<file path="config.mk">
export PLATFORM = sky130hd
export DESIGN_NAME = tzt_queue
export DESIGN_NICKNAME = d
export VERILOG_FILES = /design/src/design/tzt_pkg.sv /design/src/design/tzt_queue.sv
export SDC_FILE = /design/constraint.sdc
export NUM_CORES = 1
export LEC_CHECK = 0
export ABC_AREA = 1
export BUFFER_PORTS_ARGS = -buffer_cell sky130_fd_sc_hd__buf_2
export CORE_ASPECT_RATIO = 0.5
export CORE_MARGIN = 2
export CORE_UTILIZATION = 52
export DETAILED_ROUTE_END_ITERATION = 8
export GPL_TIMING_DRIVEN = 0
export PLACE_DENSITY_LB_ADDON = 0.25
export REMOVE_ABC_BUFFERS = 1
export SLEW_MARGIN = 10
export SYNTH_ARGS = -nofsm -noshare
export SYNTH_HDL_FRONTEND = slang
export SYNTH_SLANG_ARGS = --single-unit
</file>
<file path="constraint.sdc">
create_clock -name clk -period 6.6 [get_ports clk]
set_clock_uncertainty 0.15 [all_clocks]
set_input_delay 1.32 -clock clk [delete_from_list [all_inputs] [get_ports clk]]
set_output_delay 1.32 -clock clk [all_outputs]
set_load 0.01 [all_outputs]
</file>
<file path="src/design/tzt_pkg.sv">
// ----------------------------------------------------------------------------
// tzt_pkg
// Shared constants and types for the tag zone tracker.
// ----------------------------------------------------------------------------
package tzt_pkg;

  localparam int TagSlotsDef = 16;
  localparam int ScannersDef = 8;

  localparam logic [31:0] WindowRst = 32'd5000;
  localparam logic [7:0]  HystRst   = 8'd5;

  typedef enum logic [2:0] {
    CMD_CLEAR  = 3'd0,
    CMD_FIND   = 3'd1,
    CMD_REPORT = 3'd2,
    CMD_SETZ   = 3'd3,
    CMD_EVAL   = 3'd4
  } cmd_t;

  localparam logic [1:0] ST_OK       = 2'd0;
  localparam logic [1:0] ST_FULL     = 2'd1;
  localparam logic [1:0] ST_NOTFOUND = 2'd2;

  localparam logic CFG_WINDOW = 1'b0;
  localparam logic CFG_HYST   = 1'b1;

  // One accepted transaction as it travels from front to back.
  typedef struct packed {
    logic [2:0]  command;
    logic [15:0] tag_key;
    logic [7:0]  tag_kind;
    logic [3:0]  scanner_num;
    logic [7:0]  signal_dbm;
    logic [31:0] now_ms;
    logic [3:0]  zone_value;
  } cmd_item_t;

endpackage

</file>
<file path="src/design/tzt_queue.sv">
// ----------------------------------------------------------------------------
// tzt_queue
// Small two-entry queue between the front and the back part.
// ----------------------------------------------------------------------------
module tzt_queue import tzt_pkg::*; (
  input  logic      clk,
  input  logic      rst_n,
  input  logic      wr_en,
  input  cmd_item_t wr_data,
  output logic      full,
  input  logic      rd_en,
  output cmd_item_t rd_data,
  output logic      empty
);

  cmd_item_t  mem_r [2];
  logic       wp_r, rp_r;
  logic [1:0] cnt_r;

  assign full    = (cnt_r == 2'd2);
  assign empty   = (cnt_r == 2'd0);
  assign rd_data = mem_r[rp_r];

  // Advance pointers and count
  always_ff @(posedge clk) begin
    if (!rst_n) begin
      wp_r  <= 1'b0;
      rp_r  <= 1'b0;
      cnt_r <= 2'd0;
    end else begin
      if (wr_en) wp_r <= ~wp_r;
      if (rd_en) rp_r <= ~rp_r;
      cnt_r <= cnt_r + {1'b0, wr_en} - {1'b0, rd_en};
    end
  end

  // Hold payload
  always_ff @(posedge clk) begin
    if (wr_en) mem_r[wp_r] <= wr_data;
  end

endmodule

</file>
==> results of run 1 <==
==> state kept, by name (all words and copies together) (netlist names), named ones only <==
signal and cells:
wp_r 1, cnt_r 2, rp_r 1, mem_r 150
==> cell usage after synthesis <==
master | instances | area (um^2)
buf_2 | 2 | 10.01
nor2_1 | 9 | 33.78
edfxtp_1 | 150 | 4504
buf_6 | 6 | 67.56
nand3_1 | 1 | 5.000
dfxtp_1 | 5 | 100.1
mux2_4 | 50 | 750.7
inv_1 | 7 | 26.28
a21oi_1 | 1 | 5.000
nand2_1 | 8 | 30.03
ha_1 | 2 | 25.02
mux2_2 | 25 | 281.5
==> layer usage <==
metal,vias up,routed length (um)
met4,0,161
met5,-,0
met1,1466,3922
li1,1380,-
met2,90,5223
met3,15,616
==> logic make-up (layout without fill, tap and decap cells) <==
kind of cell	Yosys count	in the layout	share of synthesized area
compound gates	1	1	0.0008563
flops	155	155	0.7885
simple gates	18	18	0.01178
buf+inv	15	199	0.01778
mux	75	75	0.1768
fa+ha+maj	2	2	0.004285
==> worst max path at each step <==
stage	endpoint	slack, ns	cells past startpoint	from
after floorplan	mem_r[0][0]	1.44	2	wr_en
after global placement	mem_r[0][66]	-0.1	3	wr_en
after detailed placement	rd_data[3]	3.51	3	flop
after CTS	rd_data[19]	3.08	3	flop
after global routing	rd_data[13]	3.01	3	flop
final	rd_data[13]	3.13	3	flop
==> power groups by stage <==
stage | clock network (mW) | registers [mW] | logic, mW
floorplan | 0 | 1.19 | 0.124
global placement | 0 | 1.19 | 0.205
detailed placement | 0 | 1.18 | 0.226
CTS | 1.02 | 1.16 | 0.227
global route | 1.07 | 1.16 | 0.242
finish | 1.01 | 1.16 | 0.223
==> area by class of cell <==
cell class	count	area, um^2	area share
clock buffers	18	429.2	0.05732
clock inverters	14	195.2	0.02607
inverters	7	28.78	0.003844
multi-input cells	96	1139	0.1521
flip-flops and latches	155	4608	0.6155
well taps	145	181.4	0.02423
repair buffers	160	905.9	0.1210
==> worst max-delay path, delay by kind of cell (launching register included) <==
kind | cells | cell delay [ns]
flip-flops | 1 | 0.71
buffers and inverters | 2 | 0.48
multiplexers | 1 | 0.38
==> per-stage QoR <==
| stage | hold WS [ns] | instances | setup WS, ns |
|---|---|---|---|
| final | 0.3793 | 595 | 3.126 |
| after global routing | 0.4129 | 595 | 3.014 |
| after CTS | 0.3881 | 595 | 3.078 |
| after detailed placement | 0.3744 | 563 | 3.514 |
| after global placement | 0.3240 | 558 | -0.09536 |
| after floorplan | 0.3135 | 258 | 1.436 |
==> flow_summary_export.csv, run 1 <==
group,metric,value,unit
setup_path,crit_slowest_cell,"dfxtp_4",
global_route,use_met1,0.1883,
sta,fin_crit,3.474,ns
global_route,grt_util_met2,0.3018,
setup_path,end_kind,"output pin",
cts,cts_tree,"yes",
power,powerDensity,319.1,nW/um^2
layout,fin_util,0.6819,
sta,fmax,0.2879,GHz
floorplan,num_rows,27,
setup_path,crit_type,"reg2out",
cts,htreeDepth,4,
floorplan,core_area,10980,um^2
floorplan,die_w,153.9,um
cts,postCtsSetupBuffers,0,
cts,ctsHoldBuffers,0,
global_route,grt_max_degree,45,
flow_run,maxCapViolations,0,
layout,final_common_cell,"buf_2",
global_route,grt_busiest_layer,"met2",
yosys,synth_cell_types,12,
power,p_int,1.891,mW
cts,cts_buffers,17,
yosys,ys_seq_elements,155,
drt,drt-wirelength-per-cell,16.68,um
setup_path,reg2regPathDepth,3,
sta,rsz0062_at_grt,"no",
cts,ctsResizeCount,0,
cts,clk_pin_slew,0.06,ns
sta,finalSetupTns,0,ns
layout,num_antenna_cells,0,
worst_hold_path,hp-start,"rp_r",
power,p_switching,498.6,uW
power,switching_share,0.2087,
floorplan,start_util,0.5319,
layout,drive_gt1_frac,0.5956,
power,power.leakage,2.977,nW
layout,mostFrequentLayoutCells,"155 x buf_2, 150 x edfxtp_1, 50 x mux2_4",
worst_hold_path,hold_depth,2,
power,p_clk_frac,0.421,
setup_path,r2r_start,"wp_r",
yosys,postSynthAreaPerCell,21.95,um^2
drt,routed_via_density,4.960,
global_route,grt_pass1_wl,15330,um
placed_design,io_buffers,155,
drt,route.detailed.drc,0,
setup_path,reg2reg_to,"mem_r[1][60]",
global_route,grt_usage,0.1684,
drt,first_iter_violations,122,
drt,routed_wl,9923,um
global_route,antenna_found_initial,0,
power,vdd_drop_max,0.0002062,V
global_route,grt_overflow,0,
layout,final_area,7487,um^2
setup_path,worst-path-max-fanout,44,
sta,max-slew-margin-rel,0.6210,
sta,hold_viol_final,0,
global_route,met3_usage,0.05513,
setup_path,reg2reg_setup_slack,4.83,ns
setup_path,slowest_delay,0.71,ns
placed_design,placed_area,6863,um^2
floorplan,pin_count,156,
sta,finalCritPeriodShare,0.5263,
worst_hold_path,hold_path_end,"rp_r",
worst_hold_path,hp-class,"reg2reg",
yosys,ys_warn_count,0,
layout,nets,518,
setup_path,cp.required,5.13,ns
yosys,seq_area_frac_synth,0.7885,
drt,vias,2951,
status,status,"completed",
cts,cts_buffer_depth,2,
global_route,first_global_vias,3158,
placed_design,dp.final_hpwl,6768,um
floorplan,die-area,12140,um^2
setup_path,start_kind,"flop",
power,power.total,2.389,mW
setup_path,arrival,2.00,ns
power,comb_power_share,0.093,
sta,setup_viol_count_final,0,
sta,worstMarginPinSlew,0.5684,ns
power,sequentialPowerShare,0.485,
cts,cts.sinks,155,
yosys,synthCells,266,
drt,drt_first_pass_iters,4,
setup_path,crit_chain,"buf_16 > mux2_2 > buf_2",
drt,antenna_left,0,
cts,clockRootBuffer,"clkbuf_16",
layout,num-fill-cells,764,
layout,area_delta_synth_final,28.22,%
floorplan,chipHeight,78.93,um
cts,clkLatencyLatePin,0.40,ns
yosys,syn_area,5839,um^2
placed_design,gp_congestion,0.6924,
sta,report.final.slew_viol_count,0,
Note: power is estimated with default switching activity, not from simulation.
==> run 2, diff against run 1 <==
CORE_UTILIZATION = 47   (was 52)
clock period = 3 ns   (was 6.6 ns; I/O delays follow)
==> flow_summary_export.csv, run 2 (same netlist as run 1, synthesis figures left out) <==
group,metric,value,unit
worst_hold_path,hold_path_end,"mem_r[0][20]",
floorplan,core_area,11980,um^2
flow_run,maxCapViolations,0,
setup_path,path_depth,3,
sta,whs,0.2284,ns
drt,routed_via_density,4.707,
setup_path,r2r_start,"wp_r",
setup_path,reg2reg_to,"mem_r[0][29]",
cts,clockRootBuffer,"clkbuf_16",
cts,clk_pin_slew,0.06,ns
drt,route.detailed.drc,0,
setup_path,crit_type,"reg2out",
setup_path,crit_slowest_cell,"dfxtp_4",
power,vdd_drop_max,0.0004557,V
global_route,grt_overflow,0,
floorplan,num_rows,28,
sta,max-slew-margin-rel,0.4974,
worst_hold_path,hold_depth,1,
drt,drt-wirelength-per-cell,15.84,um
cts,postCtsSetupBuffers,0,
sta,finalCritPeriodShare,0.9370,
cts,cts.sinks,155,
floorplan,chipHeight,82.82,um
cts,ctsHoldBuffers,0,
layout,num_antenna_cells,0,
layout,final_common_cell,"buf_2",
placed_design,dp.final_hpwl,6240,um
sta,fmax,0.3558,GHz
global_route,grt_usage,0.1509,
cts,cts_buffer_depth,2,
layout,nets,517,
setup_path,start_kind,"flop",
setup_path,crit_family,"flip-flops",
global_route,grt_pass1_wl,15290,um
floorplan,die-area,13390,um^2
setup_path,crit_chain,"buf_16 > mux2_2 > buf_2",
floorplan,pin_count,156,
worst_hold_path,hp-start,"wr_data[20]",
layout,top_regs,"mem_r: 150 flops, cnt_r: 2 flops",
setup_path,reg2reg_setup_slack,1.28,ns
power,power.leakage,2.955,nW
power,powerDensity,694.6,nW/um^2
setup_path,arrival,2.06,ns
cts,htreeDepth,4,
layout,fin_util,0.6221,
setup_path,end_kind,"output pin",
layout,drive_gt1_frac,0.5947,
layout,largest_register,"mem_r",
setup_path,reg2regPathDepth,2,
cts,ctsResizeCount,0,
drt,routed_wl,9725,um
global_route,grt_max_degree,41,
floorplan,die_w,161.6,um
global_route,antenna_found_initial,0,
global_route,first_global_vias,3030,
sta,rsz0062_at_grt,"no",
sta,setup_viol_count_final,0,
layout,mostFrequentLayoutCells,"155 x buf_2, 150 x edfxtp_1, 50 x mux2_4",
worst_hold_path,hp-class,"in2reg",
drt,drt_first_pass_iters,4,
drt,first_iter_violations,137,
sta,hold_viol_final,0,
layout,largest_reg_flops,150,
layout,final_cells,614,
cts,clkLatencyLatePin,0.40,ns
cts,cts_buffers,17,
setup_path,worst-path-max-fanout,38,
layout,area_delta_synth_final,27.64,%
status,status,"completed",
sta,fin_crit,2.811,ns
placed_design,io_buffers,155,
sta,worstMarginPinSlew,0.7522,ns
placed_design,gp_congestion,0.7288,
setup_path,slowest_delay,0.78,ns
setup_path,path_buf_inv,2,
placed_design,placedCellCount,582,
drt,vias,2890,
floorplan,start_util,0.4874,
setup_path,cp.required,2.25,ns
drt,antenna_left,0,
cts,cts_tree,"yes",
sta,report.final.slew_viol_count,0,
[run 2: cell types whose count changed in the layout (fill, tap and decap cells not counted), sizes merged]
| cell | before | now |
|---|---|---|
| clkbuf | 18 | 19 |
| inv | 9 | 10 |
| clkinvlp | 3 | 2 |
| bufinv | 4 | 3 |
| buf | 160 | 159 |
[run 2: how the worst max path moves through the flow]
stage | start | end | slack [ns]
after global routing | flop | rd_data[23] | 0.07
after global placement | wr_en | mem_r[0][43] | -3.60
final | flop | rd_data[4] | 0.19
after CTS | flop | rd_data[4] | 0.14
after floorplan | wr_en | mem_r[0][0] | -1.44
after detailed placement | flop | rd_data[4] | 0.57
[run 2: routing by layer]
layer  track usage  share of wire
met4       0.06516          0.011
met5             0              0
met3       0.04346          0.044
met2        0.2657           0.53
met1        0.1733           0.42
[run 2: layout make-up]
class / instances / area [um^2]
fillers: 921 / 4528
well taps: 165 / 206.4
inverters: 7 / 28.78
multi-input cells: 96 / 1139
clock buffers: 19 / 432.9
repair buffers: 159 / 870.8
clock inverters: 13 / 167.7
flip-flops and latches: 155 / 4608
[run 2: power by group]
group          total [mW]  internal (mW)  switching (mW)
registers            2.55           2.50          0.0472
logic               0.473          0.250           0.223
clock network        2.15           1.32           0.834
total                5.18           4.07            1.10
[run 2: stage by stage]
| stage | power [mW] | cell area (um^2) | setup slack, ns | setup TNS [ns] |
|---|---|---|---|---|
| 6_report | 5.177 | 7453 | 0.1891 | 0 |
| 5_1_grt | 5.360 | 7453 | 0.06921 | 0 |
| 4_1_cts | 5.241 | 7453 | 0.1398 | 0 |
| 3_5_place_dp | 3.080 | 6853 | 0.5717 | 0 |
| 3_3_place_gp | 3.091 | 6744 | -3.601 | -476.55 |
| 2_1_floorplan | 2.882 | 5762 | -1.444 | -168.09 |
==> run 3, diff against run 2 <==
ABC_CLOCK_PERIOD_IN_PS = 3000   (was not set)
BUFFER_PORTS_ARGS = not set   (was -buffer_cell sky130_fd_sc_hd__buf_2)
CORE_UTILIZATION = 56   (was 47)
DONT_BUFFER_PORTS = 1   (was not set)
==> flow_summary_export.csv, run 3 (same netlist as run 1, synthesis figures left out) <==
group,metric,value,unit
status,status,"completed",
setup_path,crit_chain,"buf_12 > mux2_2",
floorplan,die-area,11310,um^2
drt,antenna_left,0,
layout,mostFrequentLayoutCells,"150 x edfxtp_1, 50 x mux2_4, 25 x mux2_2",
sta,worst_slack,0.2610,ns
setup_path,arrival,1.99,ns
floorplan,start_util,0.5735,
placed_design,dp.final_hpwl,6037,um
setup_path,start_kind,"flop",
cts,htreeDepth,4,
sta,setup_viol_count_final,0,
worst_hold_path,hp-class,"in2reg",
setup_path,crit_slowest_cell,"dfxtp_4",
power,power.leakage,2.370,nW
sta,finalSetupTns,0,ns
power,powerDensity,760.1,nW/um^2
drt,drt_first_pass_iters,4,
cts,clockRootBuffer,"clkbuf_16",
sta,whs,0.1302,ns
layout,final_cells,435,
cts,cts_buffers,17,
cts,ctsResizeCount,0,
global_route,antenna_found_initial,0,
layout,drive_gt1_frac,0.3831,
cts,cts_buffer_depth,2,
layout,top_regs,"mem_r: 150 flops, cnt_r: 2 flops",
setup_path,reg2reg_setup_slack,1.40,ns
floorplan,die_w,148.4,um
sta,max-slew-margin-rel,0.5031,
floorplan,chipHeight,76.21,um
setup_path,cp-endpoint,"rd_data[13]",
sta,report.final.slew_viol_count,0,
cts,ctsHoldBuffers,0,
setup_path,reg2regPathDepth,3,
sta,worstMarginPinSlew,0.7453,ns
cts,cts_tree,"yes",
sta,rsz0062_at_grt,"no",
global_route,grt_max_degree,61,
layout,largest_reg_flops,150,
power,vdd_drop_max,0.0004579,V
drt,route.detailed.drc,0,
setup_path,reg2reg_to,"mem_r[1][56]",
layout,area_delta_synth_final,14.78,%
setup_path,crit_type,"reg2out",
placed_design,gp_congestion,0.6563,
flow_run,maxCapViolations,0,
placed_design,placed_area,6081,um^2
global_route,grt_overflow,0,
drt,routed_wl,8981,um
layout,final_area,6703,um^2
drt,first_iter_violations,153,
cts,clkLatencyLatePin,0.40,ns
drt,drt-wirelength-per-cell,20.65,um
sta,fmax,0.3651,GHz
global_route,first_global_vias,2458,
power,power.total,5.095,mW
cts,clk_pin_slew,0.06,ns
floorplan,pin_count,156,
setup_path,cp.required,2.25,ns
layout,largest_register,"mem_r",
global_route,grt_usage,0.1689,
drt,vias,2359,
sta,fin_crit,2.739,ns
sta,hold_viol_final,0,
setup_path,worst-path-max-fanout,45,
global_route,grt_pass1_wl,13700,um
cts,cts.sinks,155,
drt,routed_via_density,5.423,
floorplan,core_area,10180,um^2
floorplan,num_rows,26,
layout,fin_util,0.6583,
sta,finalCritPeriodShare,0.9130,
layout,final_common_cell,"edfxtp_1",
placed_design,placedCellCount,403,
layout,num_antenna_cells,0,
cts,postCtsSetupBuffers,0,
placed_design,dp_slack,0.6500,ns
placed_design,io_buffers,0,
setup_path,end_kind,"output pin",
layout,nets,363,
setup_path,slowest_delay,0.83,ns
setup_path,r2r_start,"wp_r",
run 3: area by class of cell:
type                            instances  area [um^2]
Sequential cell                       155         4608
Fill cell                             664         3480
Clock buffer                           18        429.2
Inverter                                7        28.78
Timing Repair Buffer                    5        130.1
Tap cell                              140        175.2
Multi-Input combinational cell         96         1139
Clock inverter                         14        192.7
run 3: power breakdown:
part	internal, mW	switching, mW
logic	0.164	0.176
clock network	1.39	0.803
registers	2.51	0.0519
run 3: worst min-delay path by stage:
stage,slack [ns],depth (start not counted),endpoint,startpoint
after CTS,0.11,0,mem_r[1][8],wr_data[8]
after floorplan,0.31,2,flop,rp_r
after detailed placement,0.34,2,rp_r,rp_r
final,0.13,0,mem_r[1][8],wr_data[8]
after global routing,0.11,0,mem_r[1][65],wr_data[65]
after global placement,0.32,2,rp_r,rp_r
run 3: metal layers:
layer  track usage  routed length, um  vias up
met3       0.08263                847       10
met1        0.1917               3378     1181
li1              -                  -     1071
met2        0.2718               4619       97
met5             0                  0        -
met4       0.07810                135        0
run 3: critical path, delay by kind of cell (launching register included):
kind                   cells  cell delay, ns
multiplexers               1            0.40
flip-flops                 1            0.83
buffers and inverters      1            0.32
